**src/sv/ucc_pkg.sv**
```systemverilog
// Shared types and constants for the UTF-8 character counter.
package ucc_pkg;

    // Width of the character and byte counters; they wrap at this width.
    localparam int COUNT_WIDTH = 32;
    localparam int LIMIT_WIDTH = 32;
    localparam int OUT_WIDTH   = 32;
    localparam int CMP_WIDTH   = (COUNT_WIDTH > LIMIT_WIDTH) ? COUNT_WIDTH : LIMIT_WIDTH;

    localparam int CFG_INDEX_WIDTH = 2;
    localparam int CFG_DATA_WIDTH  = 32;

    localparam logic [CFG_INDEX_WIDTH-1:0] REG_COUNT_LIMIT_EN = 2'd0;
    localparam logic [CFG_INDEX_WIDTH-1:0] REG_COUNT_LIMIT    = 2'd1;
    localparam logic [CFG_INDEX_WIDTH-1:0] REG_BYTE_LIMIT_EN  = 2'd2;
    localparam logic [CFG_INDEX_WIDTH-1:0] REG_BYTE_LIMIT     = 2'd3;

    // Lead and continuation byte patterns.
    localparam logic [7:0] ASCII_MASK = 8'h80;
    localparam logic [7:0] TWO_MASK   = 8'he0;
    localparam logic [7:0] TWO_TAG    = 8'hc0;
    localparam logic [7:0] THREE_MASK = 8'hf0;
    localparam logic [7:0] THREE_TAG  = 8'he0;
    localparam logic [7:0] FOUR_MASK  = 8'hf8;
    localparam logic [7:0] FOUR_TAG   = 8'hf0;
    localparam logic [7:0] CONT_MASK  = 8'hc0;
    localparam logic [7:0] CONT_TAG   = 8'h80;

    typedef enum logic [1:0] {
        PH_LEAD = 2'd0,
        PH_SEQ  = 2'd1,
        PH_SKIP = 2'd2
    } phase_t;

    typedef enum logic [1:0] {
        ST_OK    = 2'd0,
        ST_SHORT = 2'd1,
        ST_BAD   = 2'd2
    } status_t;

    typedef struct packed {
        logic                   count_limit_enable;
        logic [LIMIT_WIDTH-1:0] count_limit;
        logic                   byte_limit_enable;
        logic [LIMIT_WIDTH-1:0] byte_limit;
    } cfg_t;

    typedef struct packed {
        phase_t                 phase;
        logic [1:0]             pending;
        logic [COUNT_WIDTH-1:0] chars;
        logic [COUNT_WIDTH-1:0] bytes;
    } scan_state_t;

    typedef struct packed {
        status_t              status;
        logic [OUT_WIDTH-1:0] char_total;
        logic [OUT_WIDTH-1:0] stop_offset;
    } result_t;

    localparam scan_state_t SCAN_CLEAR = '{
        phase:   PH_LEAD,
        pending: 2'd0,
        chars:   '0,
        bytes:   '0
    };

endpackage

```
**src/sv/ucc_cfg_regs.sv**
```systemverilog
// Configuration register file for the UTF-8 character counter.
module ucc_cfg_regs (
    input  logic                                 clk,
    input  logic                                 rst_n,
    input  logic                                 cfg_we,
    input  logic [ucc_pkg::CFG_INDEX_WIDTH-1:0]  cfg_index,
    input  logic [ucc_pkg::CFG_DATA_WIDTH-1:0]   cfg_data,
    output ucc_pkg::cfg_t                        cfg
);
    import ucc_pkg::*;

    cfg_t cfg_reg;
    cfg_t cfg_next;

    always_comb
    begin
        cfg_next = cfg_reg;
        if (cfg_we)
        begin
            case (cfg_index)
                REG_COUNT_LIMIT_EN: cfg_next.count_limit_enable = cfg_data[0];
                REG_COUNT_LIMIT:    cfg_next.count_limit = LIMIT_WIDTH'(cfg_data);
                REG_BYTE_LIMIT_EN:  cfg_next.byte_limit_enable = cfg_data[0];
                REG_BYTE_LIMIT:     cfg_next.byte_limit = LIMIT_WIDTH'(cfg_data);
                default:            cfg_next = cfg_reg;
            endcase
        end
    end

    always_ff @(posedge clk or negedge rst_n)
    begin
        if (!rst_n)
        begin
            cfg_reg <= '0;
        end
        else
        begin
            cfg_reg <= cfg_next;
        end
    end

    assign cfg = cfg_reg;

endmodule

```
**src/sv/ucc_step.sv**
```systemverilog
// Per-byte decode: lead classification, continuation check, limits and counter update.
module ucc_step (
    input  ucc_pkg::cfg_t        cfg,
    input  ucc_pkg::scan_state_t cur,
    input  logic [7:0]           text_byte,
    output ucc_pkg::scan_state_t nxt,
    output logic                 emit,
    output ucc_pkg::result_t     res
);
    import ucc_pkg::*;

    logic [CMP_WIDTH-1:0] chars_cmp;
    logic [CMP_WIDTH-1:0] bytes_cmp;
    logic                 is_nul;
    logic                 cnt_hit;
    logic                 byte_hit;
    logic                 short_str;
    logic [2:0]           lead_len;

    assign chars_cmp = CMP_WIDTH'(cur.chars);
    assign bytes_cmp = CMP_WIDTH'(cur.bytes);
    assign is_nul    = (text_byte == 8'h00);
    assign cnt_hit   = cfg.count_limit_enable && (chars_cmp == CMP_WIDTH'(cfg.count_limit));
    assign byte_hit  = cfg.byte_limit_enable && (bytes_cmp >= CMP_WIDTH'(cfg.byte_limit));
    assign short_str = cfg.count_limit_enable && (cfg.count_limit != '0)
                       && (chars_cmp != CMP_WIDTH'(cfg.count_limit));

    // Sequence length from the high bits of a lead byte; zero marks an invalid lead.
    always_comb
    begin
        if ((text_byte & ASCII_MASK) == 8'h00)
            lead_len = 3'd1;
        else if ((text_byte & TWO_MASK) == TWO_TAG)
            lead_len = 3'd2;
        else if ((text_byte & THREE_MASK) == THREE_TAG)
            lead_len = 3'd3;
        else if ((text_byte & FOUR_MASK) == FOUR_TAG)
            lead_len = 3'd4;
        else
            lead_len = 3'd0;
    end

    always_comb
    begin
        nxt              = cur;
        emit             = 1'b0;
        res.status       = ST_OK;
        res.char_total   = '0;
        res.stop_offset  = OUT_WIDTH'(cur.bytes);
        case (cur.phase)
            PH_SKIP:
            begin
                if (is_nul)
                    nxt = SCAN_CLEAR;
            end
            PH_SEQ:
            begin
                if ((text_byte & CONT_MASK) != CONT_TAG)
                begin
                    emit       = 1'b1;
                    res.status = ST_BAD;
                    nxt        = SCAN_CLEAR;
                    nxt.phase  = is_nul ? PH_LEAD : PH_SKIP;
                end
                else
                begin
                    nxt.bytes = cur.bytes + COUNT_WIDTH'(1);
                    if (cur.pending > 2'd1)
                    begin
                        nxt.pending = cur.pending - 2'd1;
                    end
                    else
                    begin
                        nxt.pending = 2'd0;
                        nxt.chars   = cur.chars + COUNT_WIDTH'(1);
                        nxt.phase   = PH_LEAD;
                    end
                end
            end
            PH_LEAD:
            begin
                if (is_nul || cnt_hit || byte_hit)
                begin
                    emit = 1'b1;
                    if (short_str)
                    begin
                        res.status = ST_SHORT;
                    end
                    else
                    begin
                        res.status     = ST_OK;
                        res.char_total = OUT_WIDTH'(cur.chars);
                    end
                    nxt       = SCAN_CLEAR;
                    nxt.phase = is_nul ? PH_LEAD : PH_SKIP;
                end
                else if (lead_len == 3'd0)
                begin
                    emit       = 1'b1;
                    res.status = ST_BAD;
                    nxt        = SCAN_CLEAR;
                    nxt.phase  = PH_SKIP;
                end
                else
                begin
                    nxt.bytes = cur.bytes + COUNT_WIDTH'(1);
                    if (lead_len == 3'd1)
                    begin
                        nxt.chars = cur.chars + COUNT_WIDTH'(1);
                    end
                    else
                    begin
                        nxt.pending = 2'(lead_len - 3'd1);
                        nxt.phase   = PH_SEQ;
                    end
                end
            end
            default:
            begin
                nxt = SCAN_CLEAR;
            end
        endcase
    end

endmodule

```
**src/sv/utf8_char_counter_core.sv**
```systemverilog
// UTF-8 validator and character counter, top level.
// Throughput: one byte per cycle; the input register takes a new request every cycle
// as long as the result register is free or being drained.
// An accepted byte is held in the input register and decoded from it; its result, if any,
// is captured in the output register, which holds it while stalled.
// Reset clears the scan state, counters, configuration and both valid flags.
module utf8_char_counter_core (
    input  logic                                 clk,
    input  logic                                 rst_n,
    input  logic                                 cfg_we,
    input  logic [ucc_pkg::CFG_INDEX_WIDTH-1:0]  cfg_index,
    input  logic [ucc_pkg::CFG_DATA_WIDTH-1:0]   cfg_data,
    input  logic                                 in_valid,
    output logic                                 in_ready,
    input  logic [7:0]                           text_byte,
    output logic                                 out_valid,
    input  logic                                 out_ready,
    output logic [1:0]                           status,
    output logic [ucc_pkg::OUT_WIDTH-1:0]        char_total,
    output logic [ucc_pkg::OUT_WIDTH-1:0]        stop_offset
);
    import ucc_pkg::*;

    cfg_t        cfg;
    scan_state_t state_reg;
    scan_state_t state_next;
    logic        in_vld_reg;
    logic [7:0]  byte_reg;
    logic        out_vld_reg;
    result_t     res_reg;
    result_t     step_res;
    logic        step_emit;
    logic        advance;

    ucc_cfg_regs u_cfg (
        .clk       (clk),
        .rst_n     (rst_n),
        .cfg_we    (cfg_we),
        .cfg_index (cfg_index),
        .cfg_data  (cfg_data),
        .cfg       (cfg)
    );

    ucc_step u_step (
        .cfg       (cfg),
        .cur       (state_reg),
        .text_byte (byte_reg),
        .nxt       (state_next),
        .emit      (step_emit),
        .res       (step_res)
    );

    // The held byte moves on once the result register is empty or being emptied.
    assign advance  = in_vld_reg && (!out_vld_reg || out_ready);
    assign in_ready = !in_vld_reg || advance;

    always_ff @(posedge clk or negedge rst_n)
    begin
        if (!rst_n)
        begin
            in_vld_reg  <= 1'b0;
            out_vld_reg <= 1'b0;
            state_reg   <= SCAN_CLEAR;
        end
        else
        begin
            if (in_ready)
                in_vld_reg <= in_valid;
            if (advance)
                state_reg <= state_next;
            if (advance && step_emit)
                out_vld_reg <= 1'b1;
            else if (out_ready)
                out_vld_reg <= 1'b0;
        end
    end

    always_ff @(posedge clk)
    begin
        if (in_ready && in_valid)
            byte_reg <= text_byte;
        if (advance && step_emit)
            res_reg <= step_res;
    end

    assign out_valid   = out_vld_reg;
    assign status      = res_reg.status;
    assign char_total  = res_reg.char_total;
    assign stop_offset = res_reg.stop_offset;

    a_seq_pending: assert property (@(posedge clk) disable iff (!rst_n)
        state_reg.phase == PH_SEQ |-> state_reg.pending != 2'd0)
        else $error("inside a sequence with no continuation pending");

    a_lead_clear: assert property (@(posedge clk) disable iff (!rst_n)
        state_reg.phase != PH_SEQ |-> state_reg.pending == 2'd0)
        else $error("pending continuations outside a sequence");

    a_bad_zero: assert property (@(posedge clk) disable iff (!rst_n)
        out_vld_reg && res_reg.status != ST_OK |-> res_reg.char_total == '0)
        else $error("character total not zero on a failed string");

    a_emit_lands: assert property (@(posedge clk) disable iff (!rst_n)
        advance && step_emit |=> out_vld_reg)
        else $error("emitted result was not registered");

    a_skip_silent: assert property (@(posedge clk) disable iff (!rst_n)
        advance && state_reg.phase == PH_SKIP |-> !step_emit)
        else $error("result produced while skipping to the terminator");

endmodule
```
**config.mk**
```make
export PLATFORM = sky130hd
export DESIGN_NAME = utf8_char_counter_core
export DESIGN_NICKNAME = d
export VERILOG_FILES = /design/src/sv/ucc_pkg.sv /design/src/sv/ucc_cfg_regs.sv /design/src/sv/ucc_step.sv /design/src/sv/utf8_char_counter_core.sv
export SDC_FILE = /design/constraint.sdc
export NUM_CORES = 1
export LEC_CHECK = 0
export BUFFER_PORTS_ARGS = -buffer_cell sky130_fd_sc_hd__buf_2
export CORE_MARGIN = 8
export CORE_UTILIZATION = 41
export DETAILED_ROUTE_END_ITERATION = 8
export REMOVE_ABC_BUFFERS = 1
export SKIP_CTS_REPAIR_TIMING = 1
export SYNTH_ARGS = -nofsm -noshare
export SYNTH_HDL_FRONTEND = slang
export SYNTH_SLANG_ARGS = --single-unit
```
**constraint.sdc**
```tcl
create_clock -name clk -period 10.4 [get_ports clk]
set_clock_uncertainty 0.2 [all_clocks]
set_input_delay 0 -clock clk [delete_from_list [all_inputs] [get_ports clk]]
set_output_delay 0 -clock clk [all_outputs]
set_load 0.01 [all_outputs]
```
## Word level (Yosys, flattened, before mapping)

Cells that the tools add are included.

- Register bits: 210
- Bits of input ports: 47
- Output and inout port bits: 68
- Word-level logic and storage cells: 93

- $add $sub $neg: 4
- Magnitude comparators: 2
- Equal/unequal tests: 16
- Muxes and demuxes: 26
- Bitwise logic cells: 2
- Reductions and logical operators: 29

Operators by type and width:

| kind | count |
|---|---|
| 2-to-1 mux 68 bit | 4 |
| one-hot mux 68 bit (3 select lines) | 1 |
| adder 32 x 1 -> 32 bit, second input constant | 2 |
| 2-to-1 mux 32 bit | 2 |
| == test 32 bit | 1 |
| greater-or-equal comparator 32 bit | 1 |
| != test 32 bit | 1 |
| nonzero test 32 bit | 1 |
| logical NOT 8 bit | 2 |
| 2-to-1 mux 2 bit | 6 |
| 2-to-1 mux 3 bit | 4 |
| AND reduction 2 bit | 5 |
| AND reduction 4 bit | 2 |
| logical AND 1 bit | 7 |
| == test 2 bit, second input constant | 3 |
| 2-to-1 mux 1 bit | 6 |
| == test 5 bit, second input constant | 1 |
| == test 2 x 1 -> 1 bit, second input constant | 2 |
| == test 4 bit, second input constant | 1 |
| logical NOT 2 bit | 2 |
| logical OR 1 bit | 4 |
| 2-to-1 mux 4 bit | 1 |
| != test 4 x 1 -> 1 bit, second input constant | 1 |
| != test 4 x 2 -> 1 bit, second input constant | 1 |
| 15 further kinds | 18 |

## Longest topological paths before layout

- Depth after elaboration: 11
- Depth in mapped cells: 12
- Mapped depth without buffers: 10

## By module

From an unflattened synthesis, not the netlist that was laid out.

- Cells, all modules: 1,042
- Area, all modules: 11,753.8 um^2

By module, submodules not included:

| module | times used | cells each | area each (um^2) | sequential area each (um^2) |
|---|---|---|---|---|
| utf8_char_counter_core | 1 | 228 | 4,927.2 | 3,973.8 |
| ucc_step | 1 | 672 | 4,086.4 | 0.0 |
| ucc_cfg_regs | 1 | 142 | 2,740.1 | 1,651.6 |

## Worst setup path before layout

No wires, ideal clock.

- Path kind: register to register
- Start point: register state_reg[14] in the netlist's numbering
- End point: register res_reg (netlist bit char_total[0]), enable pin
- Library setup time: 0.431 ns
- Arrival time: 3.917 ns
- Data required time: 9.769 ns
- Slack: 5.851 ns
- Stages on the path, launching flop included: 10
- Path buffers: 0
- Period minus slack after synthesis: 4.549 ns
- Cells stage by stage: dfrtp_1 -> ha_1 -> nand4_1 -> nor3_1 -> o2111ai_1 -> a311oi_1 -> nor2_2 -> and3_1 -> a221oi_1 -> and3_1

- Word-level cells in the longest chain between the ends: 6

Ends and longest elaborated chain:

| item | line | text |
|---|---|---|
| start, declared | utf8_char_counter_core.sv:25 | `scan_state_t state_reg;` |
| start signal, assigned | utf8_char_counter_core.sv:70 | `state_reg <= state_next;` |
| greater-or-equal comparator 32 bit | ucc_step.sv:24 | `assign byte_hit = cfg.byte_limit_enable && (bytes_cmp >= CMP_WIDTH'(cfg.byte_limit));` |
| logical AND 1 bit | ucc_step.sv:24 |  |
| logical OR 1 bit | ucc_step.sv:82 | `if (is_nul \|\| cnt_hit \|\| byte_hit)` |
| 2-to-1 mux 1 bit | ucc_step.sv:82 |  |
| one-hot mux 1 bit (2 select lines) | ucc_step.sv:50 | `case (cur.phase)` |
| logical AND 1 bit | utf8_char_counter_core.sv:82 | `if (advance && step_emit)` |
| end signal, assigned | utf8_char_counter_core.sv:83 | `res_reg <= step_res;` |
| end, declared | utf8_char_counter_core.sv:30 | `result_t res_reg;` |

Every way passes these cells.
A chain may end at the register's enable or synchronous reset.

## Worst setup path in the final report

- Start point: register state_reg[14] in the netlist's numbering
- End point: register res_reg (netlist bit stop_offset[26]), enable pin

Same word-level chain as after synthesis.

==> results.txt <==
Horizontal die dimension - 174 um
Antenna-violating nets left - 0
Total Neg Setup Slack - 0 ns
Data arrival time of the critical path - 4.77 ns
Max IR drop VDD - 0.110 mV
Ratio of cells with drive above 1 in the final layout - 22.0%
Depth of the worst register-to-register path - 10
Placeable core region - 24800 um2
Cell area after layout - 12500 um2
Iteration-0 DRC count of the detailed router - 534
Initial antenna violation count - 0
TritonRoute pass-1 iters - 5
Slew Limit Fails - 0
Startpoint of the tightest hold check path - text_byte[4]
Internal power - 1690 uW
Total routed wirelength - 26800 um
Die Area - 30300 um2
Placed instance count - 1313
Antenna diodes - 0
Hpwl dp - 18600 um
Fraction of the yosys area taken by sequential cells - 55.0%
Reg2reg setup slack - 5.59 ns
Max Cap Viol - 0
Worst R2R Start - state_reg[14]$_DFFE_PN0P_
Clock tree from TritonCTS - yes
Port Buf Inserts - 114
Number of flip-flops and latches in the synthesized netlist - 210
Final cycle utilization of the critical path - 46.3%
Post-synth ARST share - 64.8%
Largest register FFs - 68
Share of the synthesized area in the top cell type - 33.3%
Remaining routing DRC violations - 0
Ratio of total power to cell area - 197 nW/um2
Syn Std Cell Area - 10200 um2
Global-route wire length before repair - 41500 um
Worst hold path endpoint - byte_reg[4]$_DFFE_PP_
Routed wire length per instance - 18.9 um
Leak Pwr - 0.00546 uW
Cells on Worst Hold Path - 2
CTS Sinks - 210
Synthesized instance count - 898
Critical path peak fanout - 34
Number of vias in the routed layout - 7536
Net total in the final layout - 1149
Hold violation count in the final report - 0
Most area-consuming cells after synthesis - sky130_fd_sc_hd__dfrtp_1, sky130_fd_sc_hd__edfxtp_1, sky130_fd_sc_hd__mux2_2
I/O pin count - 115
Starting density of the core - 41.2%
Distinct cell type count after synthesis - 65
Met3 track utilization from global routing - 3.62%
Fraction of met2 tracks used by global routing - 26.0%
Overflow after GRT - 0
Non-Filler Instances - 1415
Required time at the endpoint of the critical path - 10.36 ns
Peak-usage layer in the global routing report - met2
Area added between synthesis and finish - 22.1%
Setup repair after global routing missed its margin - false
Global-route usage over all layers - 17.0%
Ys flop type - sky130_fd_sc_hd__dfrtp_1
Clock transition time at the flip-flop clock pins of the worst setup and hold paths - 0.06 ns
Maximum number of pins on one net before global-route repair - 73
Area of placed instances - 11100 um2
Slew margin rel. - 17.3%
Number of synthesized flops with an enable pin - 74
Switching portion of total power - 31.4%
Hold crit path type - input pin to flip-flop
CTS Buf Count - 25
Deepest level of the CTS H-tree - 1
Final period demand of the worst path - 4.81 ns
Avg Cell Area, Syn - 11.4 um2
Global routing usage on met1 - 23.6%
Worst hold slack after final layout - 0.00579 ns
Clk Tree Root Cell - sky130_fd_sc_hd__clkbuf_16
Die height - 174 um
Element type at the critical path start - flip-flop
Combinational fraction of design power - 21.5%
Avg Vias per Cell - 5.33
Number of rows in the core area - 58
Worst setup path class - flip-flop to flip-flop
Maximum clock rate - 208 MHz
Transition time at the pin with the least slew margin - 1.23 ns
Worst reg2reg path endpoint - stop_offset[26]$_DFFE_PP_
Share of total power in sequential cells - 43.8%
Clock latency reported for the late side of the worst-skew pair - 0.54 ns
Number of buffers on the longest clock path - 3
Status - finished clean
Global placement routability congestion - 0.831
Reported net switching power - 771 uW
Dominant cell type by area after synthesis - sky130_fd_sc_hd__dfrtp_1
Clk network pwr share - 34.8%
Via count of the first global-routing pass - 7498
Number of warning messages in the yosys log - 0
Kind of end point of the critical path - flip-flop
Final setup violation count - 0
Filler cells - 2227
per-layer routing:
layer | vias to the layer above | wire [um]
li1 | 3581 | -
met1 | 3667 | 12300
met2 | 235 | 12100
met3 | 53 | 1750
met4 | 0 | 692
met5 | - | 0
layout by cell type, fill, tap and decap left out, types with 11 or more instances in the layout:
cell                            Yosys  final
sky130_fd_sc_hd__nand2_1           47     47
sky130_fd_sc_hd__ha_1              36     36
sky130_fd_sc_hd__clkbuf_16          0     25
sky130_fd_sc_hd__nor3_1            18     18
sky130_fd_sc_hd__dlygate4sd3_1      0     55
sky130_fd_sc_hd__dfrtp_1          136    136
sky130_fd_sc_hd__edfxtp_1          74     74
sky130_fd_sc_hd__buf_2             11    113
sky130_fd_sc_hd__mux2_2            66     66
sky130_fd_sc_hd__inv_1             47     47
sky130_fd_sc_hd__o21ai_0           42     42
sky130_fd_sc_hd__nor2_1            56     56
sky130_fd_sc_hd__a21oi_1           39     39
sky130_fd_sc_hd__and2_1            39     39
sky130_fd_sc_hd__and3_1            19     18
sky130_fd_sc_hd__nand4_1           17     17
sky130_fd_sc_hd__xor2_1            42     42
sky130_fd_sc_hd__nor4_1            20     19
sky130_fd_sc_hd__xnor2_1           11     11
sky130_fd_sc_hd__nand3_1           34     34
cells in the mapped netlist, types with 2 or more instances:
library cell and instances:
sky130_fd_sc_hd__a21oi_1 39, sky130_fd_sc_hd__or3_1 5, sky130_fd_sc_hd__inv_1 47, sky130_fd_sc_hd__a2bb2oi_1 3
sky130_fd_sc_hd__nor2b_1 9, sky130_fd_sc_hd__o31ai_1 7, sky130_fd_sc_hd__or2_2 2, sky130_fd_sc_hd__dfrtp_1 136
sky130_fd_sc_hd__a2111o_1 2, sky130_fd_sc_hd__a21o_1 6, sky130_fd_sc_hd__ha_1 36, sky130_fd_sc_hd__nand2b_1 9
sky130_fd_sc_hd__and3_1 19, sky130_fd_sc_hd__buf_1 4, sky130_fd_sc_hd__nor3_1 18, sky130_fd_sc_hd__o211ai_1 5
sky130_fd_sc_hd__or4_1 7, sky130_fd_sc_hd__a221oi_1 2, sky130_fd_sc_hd__and4_1 3, sky130_fd_sc_hd__buf_6 5
sky130_fd_sc_hd__a311oi_1 7, sky130_fd_sc_hd__o21a_1 3, sky130_fd_sc_hd__nor4_1 20, sky130_fd_sc_hd__and2_1 39
sky130_fd_sc_hd__nor2_1 56, sky130_fd_sc_hd__edfxtp_1 74, sky130_fd_sc_hd__nand4_1 17, sky130_fd_sc_hd__buf_2 11
sky130_fd_sc_hd__a21boi_0 4, sky130_fd_sc_hd__clkbuf_1 18, sky130_fd_sc_hd__o22ai_1 2, sky130_fd_sc_hd__xnor2_1 11
sky130_fd_sc_hd__nor4_2 2, sky130_fd_sc_hd__nand2_1 47, sky130_fd_sc_hd__o21ai_0 42, sky130_fd_sc_hd__mux2i_1 4
sky130_fd_sc_hd__xor2_1 42, sky130_fd_sc_hd__nand3_1 34, sky130_fd_sc_hd__a22o_1 8, sky130_fd_sc_hd__a211oi_1 2
sky130_fd_sc_hd__a31oi_1 2, sky130_fd_sc_hd__mux2_2 66
critical path, cell delays in order, from the launching register on:
cell and delay (ns):
sky130_fd_sc_hd__dfrtp_1 0.46, sky130_fd_sc_hd__ha_1 0.33, sky130_fd_sc_hd__nand4_1 0.14, sky130_fd_sc_hd__nor3_1 0.29, sky130_fd_sc_hd__o2111ai_1 0.18, sky130_fd_sc_hd__a311oi_1 0.51
sky130_fd_sc_hd__nor2_2 0.19, sky130_fd_sc_hd__and3_1 0.26, sky130_fd_sc_hd__a221oi_1 0.45, sky130_fd_sc_hd__and3_2 0.78, sky130_fd_sc_hd__buf_4 0.59
cell type report:
class                           instances  area, um2  share of cell area [%]
Timing Repair Buffer                  179       1220                    9.78
Sequential cell                       210       5630                    45.0
Clock inverter                         13        138                    1.10
Multi-Input combinational cell        603       4250                    34.0
Tap cell                              330        413                    3.30
Clock buffer                           33        666                    5.33
Inverter                               47        176                    1.41
power by group through the flow:
stage                     clock network (uW)  logic [uW]  registers [uW]
after floorplan                            0         289            1090
after global placement                     0         504            1090
after detailed placement                   0         510            1090
after CTS                                875         511            1080
after global routing                     910         581            1090
final                                    855         527            1070
stage by stage:
stage | util (%) | power (uW) | setup slack (ns)
2_1_floorplan | - | 1380 | 5.85
3_3_place_gp | 44.8 | 1590 | 5.78
3_5_place_dp | 44.8 | 1600 | 5.59
4_1_cts | 48.0 | 2460 | 5.56
5_1_grt | 50.3 | 2580 | 5.25
6_report | 50.3 | 2460 | 5.59
how the worst max path moves through the flow:
| stage | startpoint | endpoint | slack [ns] | cells after the start |
|---|---|---|---|---|
| after floorplan | state_reg[14]$_DFFE_PN0P_ | char_total[0]$_SDFFCE_PP0P_ | 5.85 | 9 |
| after global placement | state_reg[14]$_DFFE_PN0P_ | stop_offset[31]$_DFFE_PP_ | 5.78 | 10 |
| after detailed placement | state_reg[14]$_DFFE_PN0P_ | stop_offset[31]$_DFFE_PP_ | 5.59 | 10 |
| after CTS | state_reg[14]$_DFFE_PN0P_ | stop_offset[26]$_DFFE_PP_ | 5.56 | 10 |
| after global routing | state_reg[14]$_DFFE_PN0P_ | stop_offset[26]$_DFFE_PP_ | 5.25 | 10 |
| final | state_reg[14]$_DFFE_PN0P_ | stop_offset[26]$_DFFE_PP_ | 5.59 | 10 |
cells by family after synthesis:
logic type | share of synthesized area, %
flip-flops | 55.0
buffers and inverters | 3.62
multiplexers | 7.65
adder cells (fa/ha/maj) | 4.40
AO/OA/AOI/OAI | 9.37
XOR/XNOR | 4.54
AND/OR/NAND/NOR | 15.5
No activity file was read; power rests on OpenSTA's default activity.
